`src/rtl/ppu_pkg.sv`:
```
// ----------------------------------------------------------------------------
// ppu_pkg: shared types and constants of the particle pool update block
// Beat layouts, the stored particle record, item kind codes and the
// constants of the divide-by-1000 step.
// ----------------------------------------------------------------------------
`default_nettype none

package ppu_pkg;

	// Default number of particle slots.
	localparam int POOL_DEPTH_DEF = 128;

	// Item kinds carried on the input tuser.
	localparam int KIND_W = 2;
	localparam logic [KIND_W-1:0] KIND_CREATE = 2'd0;
	localparam logic [KIND_W-1:0] KIND_TICK   = 2'd1;
	localparam logic [KIND_W-1:0] KIND_READ   = 2'd2;

	// Beat widths, padded to whole bytes.
	localparam int IN_DATA_W  = 136;
	localparam int OUT_DATA_W = 80;

	// Rounding bias and reciprocal for q = (n + 500) / 1000.
	// The sum is first shifted right by three, then divided by 125 through
	// a multiply by ceil(2^36 / 125), exact for quotients of 29-bit values.
	localparam logic [31:0] ROUND_BIAS = 32'd500;
	localparam logic [29:0] DIV_MUL    = 30'd549755814;
	localparam int          DIV_SHIFT  = 36;

	// Input beat, first field in the lowest bits.
	typedef struct packed {
		logic               pad;
		logic [6:0]         entry_index;
		logic [15:0]        delta_ms;
		logic [15:0]        life_ms;
		logic signed [15:0] acc_y;
		logic signed [15:0] acc_x;
		logic signed [15:0] vel_y;
		logic signed [15:0] vel_x;
		logic signed [15:0] pos_y;
		logic signed [15:0] pos_x;
	} in_data_t;

	// Output beat, first field in the lowest bits.
	typedef struct packed {
		logic [5:0]         pad;
		logic [15:0]        entry_total_life;
		logic [15:0]        entry_life;
		logic signed [15:0] entry_pos_y;
		logic signed [15:0] entry_pos_x;
		logic               entry_valid;
		logic               accepted;
		logic [7:0]         live_count;
	} out_data_t;

	// One particle slot as stored in the pool memory.
	typedef struct packed {
		logic [15:0]        total_life;
		logic [15:0]        life;
		logic signed [15:0] acc_y;
		logic signed [15:0] acc_x;
		logic signed [15:0] vel_y;
		logic signed [15:0] vel_x;
		logic signed [15:0] pos_y;
		logic signed [15:0] pos_x;
	} entry_t;

	localparam int ENTRY_W = $bits(entry_t);

endpackage

`default_nettype wire

```
`src/rtl/ppu_adv.sv`:
```
// ----------------------------------------------------------------------------
// ppu_adv: one Euler increment with rounding and saturation
// Computes sat16(base + round(rate * delta / 1000)) in four pipeline
// stages: multiply, bias and pre-shift, reciprocal multiply, add and clamp.
// ----------------------------------------------------------------------------
`default_nettype none

module ppu_adv (
	input  wire logic               clk,
	input  wire logic               arst_n,
	input  wire logic               go,
	input  wire logic signed [15:0] base,
	input  wire logic signed [15:0] rate,
	input  wire logic        [15:0] delta,
	output logic                    done,
	output logic signed      [15:0] result
);

	import ppu_pkg::*;

	logic [15:0]        rate_mag;
	logic [31:0]        biased;
	logic [22:0]        quot;
	logic signed [23:0] sum;

	logic               v_s1, v_s2, v_s3, v_s4;
	logic [31:0]        mag_s1;
	logic               neg_s1, neg_s2, neg_s3;
	logic signed [15:0] base_s1, base_s2, base_s3;
	logic [28:0]        n_s2;
	logic [58:0]        prod_s3;
	logic signed [15:0] res_s4;

	// Magnitude of the rate; the most negative value maps to 32768.
	assign rate_mag = rate[15] ? (~rate + 16'd1) : rate;

	// Rounding bias, then the divide by eight part of the divide by 1000.
	assign biased = mag_s1 + ROUND_BIAS;

	// Quotient and signed sum, wide enough that it cannot wrap.
	assign quot = prod_s3[58:DIV_SHIFT];
	assign sum  = neg_s3 ? (24'(base_s3) - $signed({1'b0, quot}))
	                     : (24'(base_s3) + $signed({1'b0, quot}));

	// Stage valid bits.
	always_ff @(posedge clk or negedge arst_n) begin
		if (!arst_n) begin
			v_s1 <= 1'b0;
			v_s2 <= 1'b0;
			v_s3 <= 1'b0;
			v_s4 <= 1'b0;
		end else begin
			v_s1 <= go;
			v_s2 <= v_s1;
			v_s3 <= v_s2;
			v_s4 <= v_s3;
		end
	end

	// Datapath stages.
	always_ff @(posedge clk) begin
		mag_s1  <= rate_mag * delta;
		neg_s1  <= rate[15];
		base_s1 <= base;

		n_s2    <= biased[31:3];
		neg_s2  <= neg_s1;
		base_s2 <= base_s1;

		prod_s3 <= n_s2 * DIV_MUL;
		neg_s3  <= neg_s2;
		base_s3 <= base_s2;

		if (sum > 24'sd32767) begin
			res_s4 <= 16'sh7FFF;
		end else if (sum < -24'sd32768) begin
			res_s4 <= 16'sh8000;
		end else begin
			res_s4 <= sum[15:0];
		end
	end

	assign done   = v_s4;
	assign result = res_s4;

endmodule

`default_nettype wire

```
`config.mk`:
```
export PLATFORM = sky130hd
export DESIGN_NAME = ppu_adv
export DESIGN_NICKNAME = d
export VERILOG_FILES = /design/src/rtl/ppu_pkg.sv /design/src/rtl/ppu_adv.sv
export SDC_FILE = /design/constraint.sdc
export NUM_CORES = 2
export LEC_CHECK = 0
export BUFFER_PORTS_ARGS = -buffer_cell sky130_fd_sc_hd__buf_2
export CAP_MARGIN = 10
export CORE_MARGIN = 2
export CORE_UTILIZATION = 45
export CTS_CLUSTER_SIZE = 12
export DETAILED_ROUTE_END_ITERATION = 10
export GPL_ROUTABILITY_DRIVEN = 0
export PLACE_DENSITY = 0.63
export SKIP_CTS_REPAIR_TIMING = 1
export SLEW_MARGIN = 30
export SYNTH_ARGS = -nofsm -noshare
export SYNTH_HDL_FRONTEND = slang
export SYNTH_SLANG_ARGS = --single-unit
export TNS_END_PERCENT = 20
```
`constraint.sdc`:
```
create_clock -name clk -period 20.6 [get_ports clk]
set_input_delay 3.09 -clock clk [delete_from_list [all_inputs] [get_ports clk]]
set_output_delay 3.09 -clock clk [all_outputs]
set_load 0.05 [all_outputs]
```
# Word level (Yosys, flattened, before mapping)
# Index checks and enable logic that the tools add are counted.
dict set report op_classes {
  n_bitwise 1
  n_addsub 4
  order_cmp 2
  mul 2
  muxes 3
}
# operator n
set ops {}
lappend ops {{$mul 29x29->58 const B} 1}
lappend ops {{$add 32x9->32 const B} 1}
lappend ops {{$mul 16x16->32} 1}
lappend ops {{$mux 16} 2}
lappend ops {{$add 16x24->24} 1}
lappend ops {{$gt 24x16->1 const B} 1}
lappend ops {{$lt 24x16->1 const B} 1}
lappend ops {{$mux 24} 1}
lappend ops {{$sub 16x24->24} 1}
lappend ops {{$add 16x1->16 const B} 1}
lappend ops {{$not 16->16} 1}
dict set report word_totals {
  input_bits 51
  word_cells 26
  reg_bits 190
}

# Logic depth before layout (Yosys ltp)
dict set report depth {
  ltp_word 4
  depth_mapped 31
  ltp_nobuf 30
}

# Worst setup path before layout
# No wires, ideal clock.
dict set report synth_timing {
  kind {input to register}
  start {input port rate[2]}
  end {register mag_s1[28]}
  setup_slack_ns 10.382
  arrival_time_ns 10.145
  cell_stages 28
  setup_ns 0.072
  required_time_ns 20.528
  cell_sequence {or4_1 > or2_2 > or3_1 > o31ai_1 > xnor2_1 > clkbuf_1 > nand2_1 > fa_1 > fa_1 > fa_1 > inv_1 > fa_1 > fa_1 > inv_1 > fa_1 > inv_1 > ha_1 > a21o_1 > a21o_1 > a21o_1 > a21o_1 > a21oi_1 > o21ai_0 > a31oi_1 > a21oi_1 > a21o_1 > a21oi_1 > xnor2_1}
}
dict set report synth_between {
  elab_chain_cells 4
}
# item line
set synth_lines {}
lappend synth_lines {{from (decl)} ppu_adv.sv:13} ;# input wire logic signed [15:0] rate,
lappend synth_lines {{$not 16->16} ppu_adv.sv:35} ;# assign rate_mag = rate[15] ? (~rate + 16'd1) : rate;
lappend synth_lines {{$add 16x1->16} ppu_adv.sv:35}
lappend synth_lines {{$mux 16 (*)} ppu_adv.sv:35}
lappend synth_lines {{$mul 16x16->32 (*)} ppu_adv.sv:62} ;# mag_s1 <= rate_mag * delta;
lappend synth_lines {{to (signal assigned)} ppu_adv.sv:62}
lappend synth_lines {{to (decl)} ppu_adv.sv:27} ;# logic [31:0] mag_s1;
# Mark *: on every way between the ends. The rest lies on a longest branch, timed or not.
# A chain may end at the register's enable or synchronous reset.

# Worst setup path in the final report
dict set report layout_timing {
  start {input port rate[0]}
  end {register mag_s1[29]}
}
# Same word-level chain as after synthesis.

==> results.md <==
- The run finished with clean final reports.
- Measured in cells, the most critical reg-to-reg path has a length of 26.
- Once detail routing completed, the nets flagged for antenna violations numbered 0.
- From synthesis to final layout, the design area changed by 7.07%.
- Summed over all nets, the half-perimeter wirelength after detailed placement is 51200 um.
- The routed layout has 18.7k vias.
- In the synthesized netlist the async set-or-reset flop fraction comes to 0.0261.
- The number of antenna violations at the first check in global routing is 0.
- The die footprint is 62600 um2.
- The share of synthesized cell area in and, or, nand and nor gates is 0.0973.
- The number of failing hold endpoints at the final stage came to 0.
- For this configuration, the core starts out at a cell density of 0.453.
- The number of synthesis warnings is 0.
- The final-stage net count is 3923.
- The distinct cell type count of the synthesized netlist is 69.
- The number of standard cells after synthesis is 2857.
- The global-route wire length before repair is 101000 um.
- By startpoint and endpoint, the worst setup path is classified as in2reg.
- For the pin with the worst max-slew slack, the measured transition is 938 ps.
- The slowest stage of the critical path is the sky130_fd_sc_hd__o31ai_1 cell.
- The clock tree synthesis step divided the H-tree into 4 levels.
- The width of the die is 250 um.
- The post-route fraction of the period consumed by the critical path is 0.506.
- The cell count after placement is 3682.
- The total wirelength of the detailed-routed design is 59300 um.
- Counting stages on the worst path, the most repeated cell is sky130_fd_sc_hd__fa_1.
- In this run the standard cell core region covers 60100 um2.
- The worst setup path is launched from an input port.
- The ratio of routed vias to standard cells is 5.04.
- The highest clock frequency the design can meet is 0.0960 GHz.
- Along the worst path, the maximum fanout reaches 16.
- The number of buffer cells added on primary ports is 67.
- The synthesized design contains 153 register bits.
- The multi-input combinational cells in the finished layout cover a total of 21200 um2.
- After clock tree synthesis, the clock-pin slew on the worst setup and hold paths is 60 ps.
- The non-filler instance count after layout is 3714.
- The xor/xnor cell area share of the yosys netlist is 0.0416.
- In the synthesized netlist the dominant register cell turns out to be sky130_fd_sc_hd__dfxtp_1.
- The final setup TNS is 0 ps.
- The data arrival time of the critical path is 10760 ps.
- The number of max-slew violations in the final report is 0.
- Clock latency on the worst-skew pair, taken at its later pin, is 460 ps.
- The number of max-capacitance violations reported is 0.
- The area taken by flip-flops and latches is 3080 um2.
- The setup skew after layout is 14.7 ps.
- TritonCTS built the clock tree.
- In this run the tightest slew margin relative to its limit is 0.374.
- The worst setup path is captured at a register.
- The share of the yosys chip area belonging to registers is 0.113.
- Across every metal layer, demand over resource in global routing totals 0.198.
- The required time reported for the critical path endpoint is 20940 ps.
- The cell area that synthesis handed to floorplanning was 27300 um2.
- Entering global routing, the biggest net connects 24 pins.
- The number of enable-type register cells in the synthesized netlist is 0.
- The fraction of final layout cells sized beyond drive strength 1 is 0.0556.
- The average instance area after synthesis is 9.54 um2.
- The number of fillers in the final layout is 5627.
- The first detailed-routing pass took 5 iterations.
- In this run, the number of DRC markers left after iteration 0 of detailed routing was 904.
- The top-level port count is 68.
- The cell row count is 90.
- No sink is reached through more buffers than the 2 on the longest clock path.
- The number of antenna repair diodes is 0.
- The mux contribution to synthesized area is 0.00115.
- The number of sinks on the clock net is 153.
- The die is 250 um tall.
- Setup repair after global routing left no endpoint under its margin.
- The area fraction in compound gates after synthesis is 0.0731.
- The main combinational cell family by area after synthesis is adder cells.
- The average detailed-routed wire length per instance is 16.0 um.
- The post-route DRC violation count is 0.
- The class of the most critical hold timing path is reg2reg.
- The minimum period implied by the final worst setup slack is 10420 ps.
- The post-synthesis adder-cell area fraction is 0.564.
- The number of buffers inserted during clock tree synthesis is 17.
- On the worst path, the slowest cell contributes a delay of 570 ps.
- The number of nets handed over by synthesis was 3861.
- Across all hold checks on the routed design, the worst slack comes to 326 ps.
- Counting instances, the worst hold path has a depth of 0.
- The number of global-route vias before repair is 20.7k.
- The buffer cell driving the clock tree root is sky130_fd_sc_hd__clkbuf_16.
- Setup violations remaining at the end of the flow were counted as 0.
- Measured on the finished design, the core utilization comes to 0.485.
- The total congestion overflow is 0.
==> flip-flops by register name, summed over array words and instances, names as in the netlist <==
name and count:
neg_s1 1, n_s2 29, base_s2 16, base_s3 16, result 16, v_s1 1, prod_s3 23, mag_s1 30
neg_s2 1, done 1, base_s1 16, neg_s3 1, v_s3 1, v_s2 1
==> cell usage after synthesis, types with 3 or more instances <==
library cell,instances,area (um2)
sky130_fd_sc_hd__o21a_1,13,97.6
sky130_fd_sc_hd__a21o_1,51,383
sky130_fd_sc_hd__o211a_1,3,30.0
sky130_fd_sc_hd__and2_1,119,744
sky130_fd_sc_hd__xnor2_2,4,65.1
sky130_fd_sc_hd__and3_1,11,68.8
sky130_fd_sc_hd__nand2b_1,14,87.6
sky130_fd_sc_hd__a211oi_1,7,52.6
sky130_fd_sc_hd__nand3_1,20,100
sky130_fd_sc_hd__fa_1,460,9210
sky130_fd_sc_hd__nor3_2,5,50.1
sky130_fd_sc_hd__nand4_1,23,144
sky130_fd_sc_hd__a21oi_2,14,123
sky130_fd_sc_hd__nand2_1,199,747
sky130_fd_sc_hd__ha_1,493,6170
sky130_fd_sc_hd__dfrtp_1,4,100
sky130_fd_sc_hd__o211ai_1,5,37.5
sky130_fd_sc_hd__o21ai_2,5,43.8
sky130_fd_sc_hd__o21bai_1,6,45.0
sky130_fd_sc_hd__a21oi_1,94,470
sky130_fd_sc_hd__inv_1,751,2820
sky130_fd_sc_hd__or4_1,3,22.5
sky130_fd_sc_hd__nor4_1,5,31.3
sky130_fd_sc_hd__o31ai_1,4,30.0
sky130_fd_sc_hd__nor4b_2,3,45.0
sky130_fd_sc_hd__xor2_1,35,307
sky130_fd_sc_hd__xnor2_1,87,762
sky130_fd_sc_hd__dfxtp_1,149,2980
sky130_fd_sc_hd__nor2_1,68,255
sky130_fd_sc_hd__nor2b_1,14,87.6
sky130_fd_sc_hd__a31oi_1,13,81.3
sky130_fd_sc_hd__or3_1,10,62.6
sky130_fd_sc_hd__o21ai_0,56,280
sky130_fd_sc_hd__o31a_1,3,26.3
sky130_fd_sc_hd__nor3_1,17,85.1
sky130_fd_sc_hd__o21ai_1,4,20.0
sky130_fd_sc_hd__and4_1,4,35.0
sky130_fd_sc_hd__clkbuf_1,41,154
==> critical path, delay by kind of cell <==
family | cells | cell delay [ps]
buffers and inverters | 6 | 690
AOI/OAI and AO/OA | 8 | 1960
adders and majority gates | 7 | 3340
xor gates and xnor gates | 2 | 280
and+or+nand+nor | 6 | 1360
==> layout by cell type (no fill, tap or decap), drive strengths merged, types with 4 or more instances in the layout <==
cell	n
a21oi	109
o31ai	4
xor2	35
or3	10
o211ai	5
clkbuf	19
xnor2	91
fa	460
o21ai	66
and2	119
nand3	20
buf	86
o21bai	6
and4	4
ha	493
a31oi	13
and3	11
a221oi	5
nand4	23
nor2	68
inv	758
a21o	51
nor4	5
a211oi	7
clkinv	5
nor3	22
nand2b	14
dfxtp	149
nand2	200
nor2b	14
dfrtp	4
o21a	13
==> path summary, 6_finish.rpt <==
kind                        startpoint           to  slack, ps
min in group asynchronous       arst_n         done       2420
max                            rate[0]   mag_s1[29]      10180
min reg2reg                base_s2[14]  base_s3[14]        330
min                        base_s2[14]  base_s3[14]        330
max in group asynchronous       arst_n         v_s3      18070
max reg2reg                   n_s2[20]  prod_s3[58]      12690
==> layout make-up <==
type / instances / area share
Inverter: 751 / 0.0966
Clock inverter: 13 / 0.00583
Multi-Input combinational cell: 1910 / 0.726
Sequential cell: 153 / 0.106
Timing Repair Buffer: 86 / 0.0164
Clock buffer: 19 / 0.0159
Tap cell: 782 / 0.0335
==> metal layers <==
metal | global-route usage | share of wire
met5 | 0 | 0
met4 | 0.0570 | 0.022
met2 | 0.341 | 0.48
met1 | 0.263 | 0.46
met3 | 0.0254 | 0.038
==> metrics by stage <==
stage	setup slack, ps	instance area (um2)
after global routing	9650	29200
after floorplan	10380	27300
after CTS	10200	29200
after detailed placement	9690	28500
final	10180	29200
after global placement	9870	28500
==> kinds of logic after synthesis <==
kind of cell | after synthesis
buffers and inverters | 794
AND/OR/NAND/NOR | 525
flip-flops | 153
XOR/XNOR | 126
AO/OA/AOI/OAI | 303
multiplexers | 3
adder cells (fa/ha/maj) | 953
Power is not shown: default switching activity piles up to over one toggle a cycle in this logic, so the estimate is an artifact.
