--- config.mk ---
export PLATFORM = sky130hd
export DESIGN_NAME = ppu_ram
export DESIGN_NICKNAME = d
export VERILOG_FILES = /design/src/rtl/ppu_ram.sv
export SDC_FILE = /design/constraint.sdc
export NUM_CORES = 1
export LEC_CHECK = 0
export BUFFER_PORTS_ARGS = -buffer_cell sky130_fd_sc_hd__buf_2
export CAP_MARGIN = 10
export CORE_ASPECT_RATIO = 1.4
export CORE_MARGIN = 8
export CORE_UTILIZATION = 45
export CTS_BUF_LIST = sky130_fd_sc_hd__clkbuf_8
export DETAILED_ROUTE_END_ITERATION = 10
export GPL_ROUTABILITY_DRIVEN = 0
export PLACE_DENSITY_LB_ADDON = 0.1
export SLEW_MARGIN = 20
export SYNTH_ARGS = -nofsm -noshare
export SYNTH_HDL_FRONTEND = slang
export SYNTH_SLANG_ARGS = --single-unit
--- constraint.sdc ---
create_clock -name clk -period 1.5 [get_ports clk]
set_clock_uncertainty 0.2 [all_clocks]
set_input_delay 0.075 -clock clk [delete_from_list [all_inputs] [get_ports clk]]
set_output_delay 0.075 -clock clk [all_outputs]
set_load 0.02 [all_outputs]
--- src/rtl/ppu_ram.sv ---
// ----------------------------------------------------------------------------
// ppu_ram: generic simple dual-port RAM
// One write port and one read port; read data is registered and holds
// while no read is issued.
// ----------------------------------------------------------------------------
`default_nettype none

module ppu_ram #(
	parameter int WIDTH = 8,
	parameter int DEPTH = 2
) (
	input  wire logic                     clk,
	input  wire logic                     we,
	input  wire logic [$clog2(DEPTH)-1:0] waddr,
	input  wire logic [WIDTH-1:0]         wdata,
	input  wire logic                     re,
	input  wire logic [$clog2(DEPTH)-1:0] raddr,
	output logic      [WIDTH-1:0]         rdata
);

	logic [WIDTH-1:0] mem [DEPTH];

	// Write and registered read.
	always_ff @(posedge clk) begin
		if (we) begin
			mem[waddr] <= wdata;
		end
		if (re) begin
			rdata <= mem[raddr];
		end
	end

endmodule

`default_nettype wire

# --- Yosys cells after proc, flatten, opt, wreduce, memory -nomap -nowiden ---
# Memories as Yosys holds them, arrays and structs flattened. A register that Yosys moved wholly into a read port is not among the register bits.
# Index checks and enable logic that the tools add are counted.
totals:
  mem_bits_rw: 16
  latchBits: 0
  output_inout_bits: 8
  register_bits: 0
  n_memories: 1
  rom_bits: 0
  in_bits: 13
  word_cells: 3
memory_table:
  columns: ["name", "words", "width", "read_ports", "rd_ports_with_merged_regs", "wr", "line_no", "source"]
  rows:
  - ["mem", 2, 8, 1, 1, 1, "21", "logic [WIDTH-1:0] mem [DEPTH];"]
classes:
  n_shift: 0
  order_cmp: 0
  bitwise_logic: 0
  addsub: 0
  n_reduce_logical: 0
  n_mux: 2
  eq_ne: 0
  div: 0
  n_mul: 0
op_table:
  columns: ["cell", "count"]
  rows:
  - ["1-bit 2-to-1 mux", 2]

# --- Logic depth before layout (Yosys ltp) ---
# Gate-level depths: netlist of the first run.
logic_depth:
  depth_word: 2
  mapped_depth: 2
  depth_no_buf: 1

# --- Worst setup path before layout of the first run ---
# No wires, ideal clock.
synth_timing:
  path_kind: "input -> register"
  from: "input port we"
  to: "memory mem[0][0], enable pin"
  stages: 1
  setup_slack_ps: 432
  n_path_buf: 0
  arrival_time_ps: 495
  setup_time_ps: 373
  required_time_ps: 927
  cell_sequence: "nor2b_1"
synth_between:
  elab_chain_len: 2
synth_lines:
  columns: ["element", "line_no", "source"]
  rows:
  - ["from (decl)", "13", "input wire logic we,"]
  - ["1-bit 2-to-1 mux", "25", "if (we) begin"]
  - ["1-bit 2-to-1 mux (implied by the code)", "26", "mem[waddr] <= wdata;"]
  - ["to (decl)", "21", null]
# Every way passes these cells.

# --- Worst setup path after layout of the first run ---
layout_timing:
  from: "memory mem[0][4]"
  to: "register rdata[4] (read register of mem) (data pin)"
layout_rtl:
  columns: ["element", "line_no", "source"]
  rows:
  - ["to (decl)", "18", "output logic [WIDTH-1:0] rdata"]
# No word-level cell between the ends.

==> results of run 1 <==
## cell families (layout without fill, tap and decap cells)
logic type             after synthesis  count (layout)  synth area share, %
multiplexers                         8               8                 13.9
AND/OR/NAND/NOR                      2               2                 1.45
buffers and inverters                1              34                 1.30
flip-flops                          24              24                 83.4
## final timing paths
check,startpoint,endpoint,slack [ns],cells past startpoint
max,mem[0][4],rdata[4],0.38,1
max reg2reg,mem[0][4],rdata[4],0.38,1
min,waddr,mem[0][7],0.07,3
min reg2reg,mem[1][0],rdata[0],0.36,1
## power groups by stage
stage | sequential [W] | clock (W) | combinational (W)
after CTS | 0.000806 | 0.000379 | 0.000128
after global placement | 0.000817 | 0 | 0.000104
after detailed placement | 0.000821 | 0 | 0.000110
final | 0.000805 | 0.000364 | 0.000126
after global routing | 0.000810 | 0.000395 | 0.000136
after floorplan | 0.000838 | 0 | 0.0000459
## synth_stat cells
| cell type | number |
|---|---|
| buf_6 | 1 |
| mux2_4 | 8 |
| nor2b_1 | 1 |
| and2_1 | 1 |
| edfxtp_1 | 24 |
## stage by stage
stage          instance area, um2  total power, W  hold slack, ns  util, %
2_1_floorplan                 865        0.000884         -0.0261        -
3_5_place_dp                  987        0.000931          0.0670     52.6
3_3_place_gp                  987        0.000921          0.0618     52.6
4_1_cts                      1120         0.00131          0.0637     59.8
6_report                     1120         0.00130          0.0681     59.8
5_1_grt                      1120         0.00134          0.0827     59.8
## layout make-up
| class | count | area [um2] |
|---|---|---|
| Sequential cell | 24 | 721 |
| Multi-Input combinational cell | 10 | 133 |
| Tap cell | 21 | 26.3 |
| Clock buffer | 3 | 41.3 |
| Timing Repair Buffer | 30 | 198 |
| Fill cell | 147 | 756 |
| Clock inverter | 1 | 3.75 |
## per-layer routing
layer | track usage [%] | up-vias | part of all wire [%] | wire length (um)
met3 | 3.70 | 2 | 10 | 140
met2 | 17.1 | 20 | 55 | 766
met5 | 0 | - | 0 | 0
met4 | 4.87 | 0 | 1.5 | 21
li1 | - | 203 | - | -
met1 | 6.42 | 209 | 33 | 459
## timing repair
item / in CTS / in global routing
resized for setup: 0 / 0
hold buffers: 9 / 0
endpoints found under the hold margin: 24 / 0
## state kept, by name (all words and copies together), names as in the netlist
signal  count
mem        16
rdata       8
==> impl_metrics.env, run 1 <==
export IMPL_cts_root_buf="clkbuf_8"
export IMPL_synthToLayoutAreaGrowth_pct=29.8
export IMPL_place_inst=76
export IMPL_p_sw_share_pct=19.5
export IMPL_tritoncts="built"
export IMPL_grt_remaining_overflow=0
export IMPL_start_util_pct=46.0
export IMPL_antennaDiodeCount=0
export IMPL_crit_path_end_kind="flop"
export IMPL_slew_violations=0
export IMPL_p_switching_w=0.000253
export IMPL_cts_buffer_depth=2
export IMPL_postCtsSetupBuffers=0
export IMPL_syn_num_nets=48
export IMPL_die_area_um2=3600
export IMPL_grt_pass1_wl_um=2200
export IMPL_seqPwrFrac_pct=62.2
export IMPL_htreeDepth=1
export IMPL_max_freq_mhz=892
export IMPL_worst_slack_ns=0.379
export IMPL_dr_first_iter_drc_count=7
export IMPL_ir_drop_v=0.000834
export IMPL_tightest_slew_ns=0.372
export IMPL_holdCritPathClass="in -> reg"
export IMPL_yosys_area_top_type="edfxtp_1"
export IMPL_coreArea_um2=1880
export IMPL_cp_cell_sequence="mux2_4"
export IMPL_comb_power_share_pct=9.7
export IMPL_post_synth_cell_area_avg_um2=24.7
export IMPL_arrival_ns=0.94
export IMPL_yosysWarnings=0
export IMPL_power_leakage_nw=0.444
export IMPL_crit_family="flip-flops"
export IMPL_cts_inserted_buffers=3
export IMPL_worstSkewPairLatency_ns=0.26
export IMPL_stdcell_count=89
export IMPL_grt_pass1_vias=523
export IMPL_pwr_share_clk_pct=28.1
export IMPL_setup_viol=0
export IMPL_wl_per_cell_um=15.6
export IMPL_ant_nets=0
export IMPL_grt_max_degree=14
export IMPL_required_ns=1.31
export IMPL_ys_ff_latch=24
export IMPL_die_x_um=53.0
export IMPL_drt_wl_total_um=1390
export IMPL_chipHeight_um=67.9
export IMPL_antenna_found_initial=0
export IMPL_cap_violations=0
export IMPL_ys_seq_area_share_pct=83.4
export IMPL_maxSlewHeadroom_pct=75.2
export IMPL_cp_slowest_cell="edfxtp_1"
export IMPL_port_buffers=20
export IMPL_syn_cell_area_um2=865
export IMPL_synth_cell_type_count=5
export IMPL_layout_nets=82
export IMPL_dr_total_vias=434
export IMPL_path_max_fanout=1
export IMPL_final_cell_mix="24 x edfxtp_1, 20 x buf_2, 9 x dlygate4sd3_1, 8 x mux2_4, 3 x clkbuf_8"
export IMPL_drt_pass1_iterations=3
export IMPL_syn_inst=35
export IMPL_synth_top_area_share_pct=83.4
export IMPL_layout_commonest_cell="edfxtp_1"
export IMPL_finalCritPeriodShare_pct=74.7
export IMPL_drc=0
export IMPL_ios=21
export IMPL_hold_viol=0
export IMPL_drive_above_1_share_pct=47.1
export IMPL_rows=19
export IMPL_crit_type="reg -> reg"
export IMPL_crit_path_start_kind="flop"
export IMPL_timing_final_crit_period_ns=1.12
export IMPL_cp_num_buf_inv=0
export IMPL_post_place_ws_ns=0.389
export IMPL_clock_sinks=24
export IMPL_status="finished, final reports clean"
export IMPL_via_per_inst=4.88
export IMPL_setup_tns_ns=0
export IMPL_grt_use_total_pct=8.66
export IMPL_cts_clk_slew_worst_paths_ns=0.08
export IMPL_p_int_w=0.00104
export IMPL_p_per_area_nw_per_um2=1150
export IMPL_cp_slowest_stage_delay_ns=0.40
export IMPL_rsz0062_at_grt="false"
export IMPL_synth_area_leaders="edfxtp_1 83%, mux2_4 14%, buf_6 1.3%"
(Power assumes the default switching activity.)
==> run 2: changes to the inputs <==
- clock period: 1.5 -> 1.1 ns (I/O delays scaled with it)
==> run 2 against run 1 <==
- combinational power rose by 36%
- die area did not move
- non-clock buffer count is the same
- critical path depth unchanged
- final area unchanged
- worst setup slack lost 0.38 ns
- largest power group unchanged
==> impl_metrics.env, run 2 (synthesis results as in run 1) <==
export IMPL_grt_remaining_overflow=0
export IMPL_final_area_um2=1120
export IMPL_hold_depth=3
export IMPL_layout_nets=82
export IMPL_rows=19
export IMPL_cts_clk_slew_worst_paths_ns=0.07
export IMPL_antenna_found_initial=0
export IMPL_drt_wl_total_um=1280
export IMPL_grt_pass1_vias=506
export IMPL_hold_start="waddr"
export IMPL_worstSkewPairLatency_ns=0.26
export IMPL_p_sw_share_pct=19.2
export IMPL_grt_max_degree=14
export IMPL_comb_power_share_pct=9.7
export IMPL_path_max_fanout=1
export IMPL_p_per_area_nw_per_um2=1570
export IMPL_grt_pass1_wl_um=2010
export IMPL_port_buffers=20
export IMPL_dpl_cell_area_um2=987
export IMPL_crit_path_end_kind="flop"
export IMPL_cts_resized=0
export IMPL_cap_violations=0
export IMPL_crit_path_start_kind="flop"
export IMPL_drt_pass1_iterations=4
export IMPL_hold_end="mem[0][7]"
export IMPL_total_power_w=0.00176
export IMPL_ant_nets=0
export IMPL_ios=21
export IMPL_hold_viol=0
export IMPL_grt_use_total_pct=7.88
export IMPL_ir_drop_v=0.00104
export IMPL_cts_buffer_depth=2
export IMPL_required_ns=0.91
export IMPL_seqPwrFrac_pct=62.3
export IMPL_drive_above_1_share_pct=47.1
export IMPL_cts_root_buf="clkbuf_8"
export IMPL_cp_cell_sequence="mux2_4"
export IMPL_largest_reg_flops=16
export IMPL_ff_latch_area_um2=721
export IMPL_reg_top3="mem x16, rdata x8"
export IMPL_wl_per_cell_um=14.3
export IMPL_worst_slack_ns=0.00203
export IMPL_setup_tns_ns=0
export IMPL_p_int_w=0.00142
export IMPL_cp_num_buf_inv=0
export IMPL_finalCritPeriodShare_pct=99.8
export IMPL_met1_usage_pct=6.58
export IMPL_max_freq_mhz=911
export IMPL_via_per_inst=4.85
export IMPL_clock_sinks=24
export IMPL_final_cell_mix="24 x edfxtp_1, 20 x buf_2, 9 x dlygate4sd3_1, 8 x mux2_4, 3 x clkbuf_8"
export IMPL_antennaDiodeCount=0
export IMPL_tightest_slew_ns=0.377
export IMPL_power_leakage_nw=0.444
export IMPL_htreeDepth=1
export IMPL_multi_input_area_um2=133
export IMPL_reg2reg_from="mem[0][4]"
export IMPL_crit_family="flip-flops"
export IMPL_p_switching_w=0.000337
export IMPL_timing_final_crit_period_ns=1.10
export IMPL_coreArea_um2=1880
export IMPL_rsz0062_at_grt="true"
export IMPL_tritoncts="built"
export IMPL_r2r_end="rdata[4]"
export IMPL_use_met2_pct=13.8
export IMPL_fill_cells=136
export IMPL_cp_slowest_cell="edfxtp_1"
export IMPL_reg2reg_slack_ns=0.002
export IMPL_dr_first_iter_drc_count=4
export IMPL_cts_inserted_buffers=3
export IMPL_arrival_ns=0.91
export IMPL_cp_slowest_stage_delay_ns=0.38
export IMPL_synthToLayoutAreaGrowth_pct=29.8
export IMPL_post_place_ws_ns=0.00143
export IMPL_start_util_pct=46.0
export IMPL_slew_violations=0
export IMPL_holdCritPathClass="in -> reg"
export IMPL_use_met3_pct=3.70
export IMPL_maxSlewHeadroom_pct=74.8
export IMPL_dr_total_vias=432
export IMPL_drc=0
export IMPL_die_area_um2=3600
export IMPL_pwr_share_clk_pct=27.9
export IMPL_layout_commonest_cell="edfxtp_1"
export IMPL_setup_viol=0
export IMPL_status="finished, final reports clean"
export IMPL_die_x_um=53.0
export IMPL_chipHeight_um=67.9
export IMPL_crit_type="reg -> reg"
export IMPL_busiest_layer="met2"
export IMPL_reg2reg_depth=1
export IMPL_regMostFlops="mem"
run 2: cell counts in the layout (fill, tap and decap cells not counted):
Identical to the previous run, type by type.
run 2: stage by stage:
| step | hold WS (ns) | instances | utilization (%) |
|---|---|---|---|
| after global placement | 0.0429 | 76 | 52.6 |
| final | 0.0537 | 89 | 59.8 |
| after detailed placement | 0.0478 | 76 | 52.6 |
| after CTS | 0.0467 | 89 | 59.8 |
| after floorplan | -0.0461 | 35 | - |
| after global routing | 0.0532 | 89 | 59.8 |
run 2: layer usage:
layer  wire (um)  vias to the layer above
met1         417                      200
met2         664                       25
li1            -                      204
met4          32                        0
met3         161                        3
met5           0                        -
run 2: what timing repair did:
action	CTS	global route
pin swaps	0	0
hold endpoints to repair	24	0
setup endpoints to repair	1	4
setup buffers	0	0
hold buffers	9	0
run 2: final cells by class:
cell class                      instances  area share, %
Clock inverter                          1          0.334
Clock buffer                            3           3.68
Tap cell                               21           2.34
Multi-Input combinational cell         10           11.8
Timing Repair Buffer                   30           17.6
Sequential cell                        24           64.2
run 2: worst max path at each step:
stage | from | endpoint | slack (ns) | depth (start not counted)
6_report | mem[0][4] | rdata[4] | 0.002 | 1
5_1_grt | mem[0][0] | rdata[0] | -0.02 | 1
4_1_cts | mem[0][4] | rdata[4] | -0.007 | 1
3_5_place_dp | mem[0][4] | rdata[4] | 0.001 | 1
3_3_place_gp | raddr | rdata[1] | 0.02 | 2
2_1_floorplan | mem[0][0] | rdata[0] | 0.05 | 1
run 2: power groups by stage:
stage | logic [W] | clock network, W | registers, W
floorplan | 0.0000625 | 0 | 0.00114
global placement | 0.000143 | 0 | 0.00111
detailed placement | 0.000149 | 0 | 0.00112
CTS | 0.000173 | 0.000514 | 0.00110
global route | 0.000185 | 0.000543 | 0.00110
finish | 0.000171 | 0.000491 | 0.00110
==> run 3: changes to the inputs <==
--- a/config.mk
+++ b/config.mk
@@ -16,3 +16,3 @@
 export PLACE_DENSITY_LB_ADDON = 0.1
-export SLEW_MARGIN = 20
+export SLEW_MARGIN = 10
 export SYNTH_ARGS = -nofsm -noshare
==> constraint.sdc (replaced) <==
create_clock -name clk -period 1.1 [get_ports clk]
set_clock_uncertainty 0.2 [all_clocks]
set_input_delay 0.165 -clock clk [delete_from_list [all_inputs] [get_ports clk]]
set_output_delay 0.165 -clock clk [all_outputs]
set_load 0.02 [all_outputs]
==> run 3 against run 2 <==
- the flow now finishes with violations (negative setup slack)
- sequential power about the same
- worst setup slack worse by 0.066 ns
- clock power increased by 1%
- global-route usage rose by 0.085 points
- clock-buffer cell count stayed put
- hold slack worse by 0.0099 ns
- maximum frequency is 5.7% lower
- via count shrank 3.7%
- final cell count did not move
- die area stayed put
- critical endpoint is now rdata[2]
==> impl_metrics.env, run 3 (synthesis results as in run 1) <==
export IMPL_status="finished, violations left"
export IMPL_violations="negative setup slack"
export IMPL_tightest_slew_ns=0.368
export IMPL_reg_top3="mem x16, rdata x8"
export IMPL_cts_inserted_buffers=3
export IMPL_crit_type="reg -> out"
export IMPL_cts_clk_slew_worst_paths_ns=0.08
export IMPL_cp_slowest_stage_delay_ns=0.40
export IMPL_crit_path_start_kind="flop"
export IMPL_antennaDiodeCount=0
export IMPL_crit_family="flip-flops"
export IMPL_max_freq_mhz=859
export IMPL_chipHeight_um=67.9
export IMPL_grt_max_degree=14
export IMPL_whs_ns=0.0438
export IMPL_r2r_end="rdata[2]"
export IMPL_worst_slack_ns=-0.0637
export IMPL_htreeDepth=1
export IMPL_die_area_um2=3600
export IMPL_hold_start="re"
export IMPL_maxSlewHeadroom_pct=75.5
export IMPL_layout_nets=82
export IMPL_p_sw_share_pct=19.5
export IMPL_arrival_ns=0.80
export IMPL_cp_slowest_cell="edfxtp_1"
export IMPL_routed_wl_met3_um=117
export IMPL_final_area_um2=1150
export IMPL_rsz0062_at_grt="true"
export IMPL_hold_depth=1
export IMPL_pwr_share_clk_pct=28.0
export IMPL_setup_viol=9
export IMPL_p_switching_w=0.000347
export IMPL_reg2reg_depth=1
export IMPL_hold_end="rdata[2]"
export IMPL_largest_reg_flops=16
export IMPL_comb_power_share_pct=10.3
export IMPL_cts_buffer_depth=2
export IMPL_slew_violations=0
export IMPL_finalCritPeriodShare_pct=106
export IMPL_hold_viol=0
export IMPL_via_per_inst=4.67
export IMPL_met1Wirelength_um=497
export IMPL_crit_path_end_kind="primary output"
export IMPL_wl_met2_um=649
export IMPL_total_power_w=0.00178
export IMPL_power_leakage_nw=0.454
export IMPL_ir_drop_v=0.00116
export IMPL_worstSkewPairLatency_ns=0.25
export IMPL_p_int_w=0.00143
export IMPL_cap_violations=0
export IMPL_path_max_fanout=1
export IMPL_ant_nets=0
export IMPL_layout_commonest_cell="edfxtp_1"
export IMPL_start_util_pct=46.0
export IMPL_cts_root_buf="clkbuf_8"
export IMPL_regMostFlops="mem"
export IMPL_holdCritPathClass="in -> reg"
export IMPL_required_ns=0.73
export IMPL_setup_tns_ns=-0.397
export IMPL_postCtsSetupBuffers=0
export IMPL_wl_per_cell_um=14.2
export IMPL_timing_final_crit_period_ns=1.16
export IMPL_grt_use_total_pct=7.96
export IMPL_antenna_found_initial=0
export IMPL_coreArea_um2=1880
export IMPL_dr_first_iter_drc_count=7
export IMPL_seqPwrFrac_pct=61.7
export IMPL_drive_above_1_share_pct=50.0
export IMPL_grt_pass1_wl_um=2140
export IMPL_grt_remaining_overflow=0
export IMPL_fin_util_pct=61.1
export IMPL_top_layer_used="met3"
export IMPL_cp_num_buf_inv=1
export IMPL_dr_total_vias=416
export IMPL_clock_sinks=24
export IMPL_reg2reg_slack_ns=0
export IMPL_die_x_um=53.0
export IMPL_drt_wl_total_um=1260
export IMPL_final_cell_mix="24 x edfxtp_1, 16 x buf_2, 8 x mux2_4, 8 x dlygate4sd3_1, 4 x buf_6"
export IMPL_synthToLayoutAreaGrowth_pct=32.7
export IMPL_grt_pass1_vias=489
export IMPL_reg2reg_from="mem[1][2]"
export IMPL_dpl_cell_area_um2=997
export IMPL_drt_pass1_iterations=4
export IMPL_p_per_area_nw_per_um2=1550
export IMPL_rows=19
export IMPL_drc=0
export IMPL_port_buffers=20
export IMPL_tritoncts="built"
export IMPL_ios=21
export IMPL_cp_cell_sequence="buf_6"
-- run 3: stage by stage --
step,setup slack [ns],instances
after floorplan,0.0496,35
after global placement,-0.0734,77
after detailed placement,-0.107,77
after CTS,-0.0769,89
after global routing,-0.0970,89
final,-0.0637,89
-- run 3: how the worst max path moves through the flow --
stage | startpoint | endpoint | slack, ns | depth (start not counted)
after floorplan | mem[0][0] | rdata[0] | 0.05 | 1
after global placement | raddr | rdata[4] | -0.07 | 2
after detailed placement | raddr | rdata[1] | -0.11 | 2
after CTS | rdata[2] | rdata[2] | -0.08 | 1
after global routing | rdata[2] | rdata[2] | -0.1 | 1
final | rdata[2] | rdata[2] | -0.06 | 1
-- run 3: what timing repair did --
item | 4_1_cts | 5_1_grt
resized for setup | 0 | 8
endpoints found under the hold margin | 16 | 0
hold buffers | 8 | 0
endpoints found under the setup margin | 9 | 14
-- run 3: routing by layer --
layer | up-vias | global-route usage, %
met2 | 20 | 14.1
met5 | - | 0
met1 | 193 | 7.91
met4 | 0 | 2.92
met3 | 0 | 3.48
li1 | 203 | -
-- run 3: layout make-up --
type | instances | area, um2
Timing Repair Buffer | 30 | 220
Tap cell | 21 | 26.3
Multi-Input combinational cell | 10 | 135
Clock inverter | 1 | 3.75
Fill cell | 135 | 731
Clock buffer | 3 | 41.3
Sequential cell | 24 | 721
-- run 3: power groups by stage --
| stage | combinational [W] | sequential [W] | clock, W |
|---|---|---|---|
| 5_1_grt | 0.000197 | 0.00111 | 0.000537 |
| 6_report | 0.000184 | 0.00110 | 0.000498 |
| 4_1_cts | 0.000175 | 0.00110 | 0.000501 |
| 2_1_floorplan | 0.0000631 | 0.00114 | 0 |
| 3_3_place_gp | 0.000145 | 0.00111 | 0 |
| 3_5_place_dp | 0.000153 | 0.00112 | 0 |
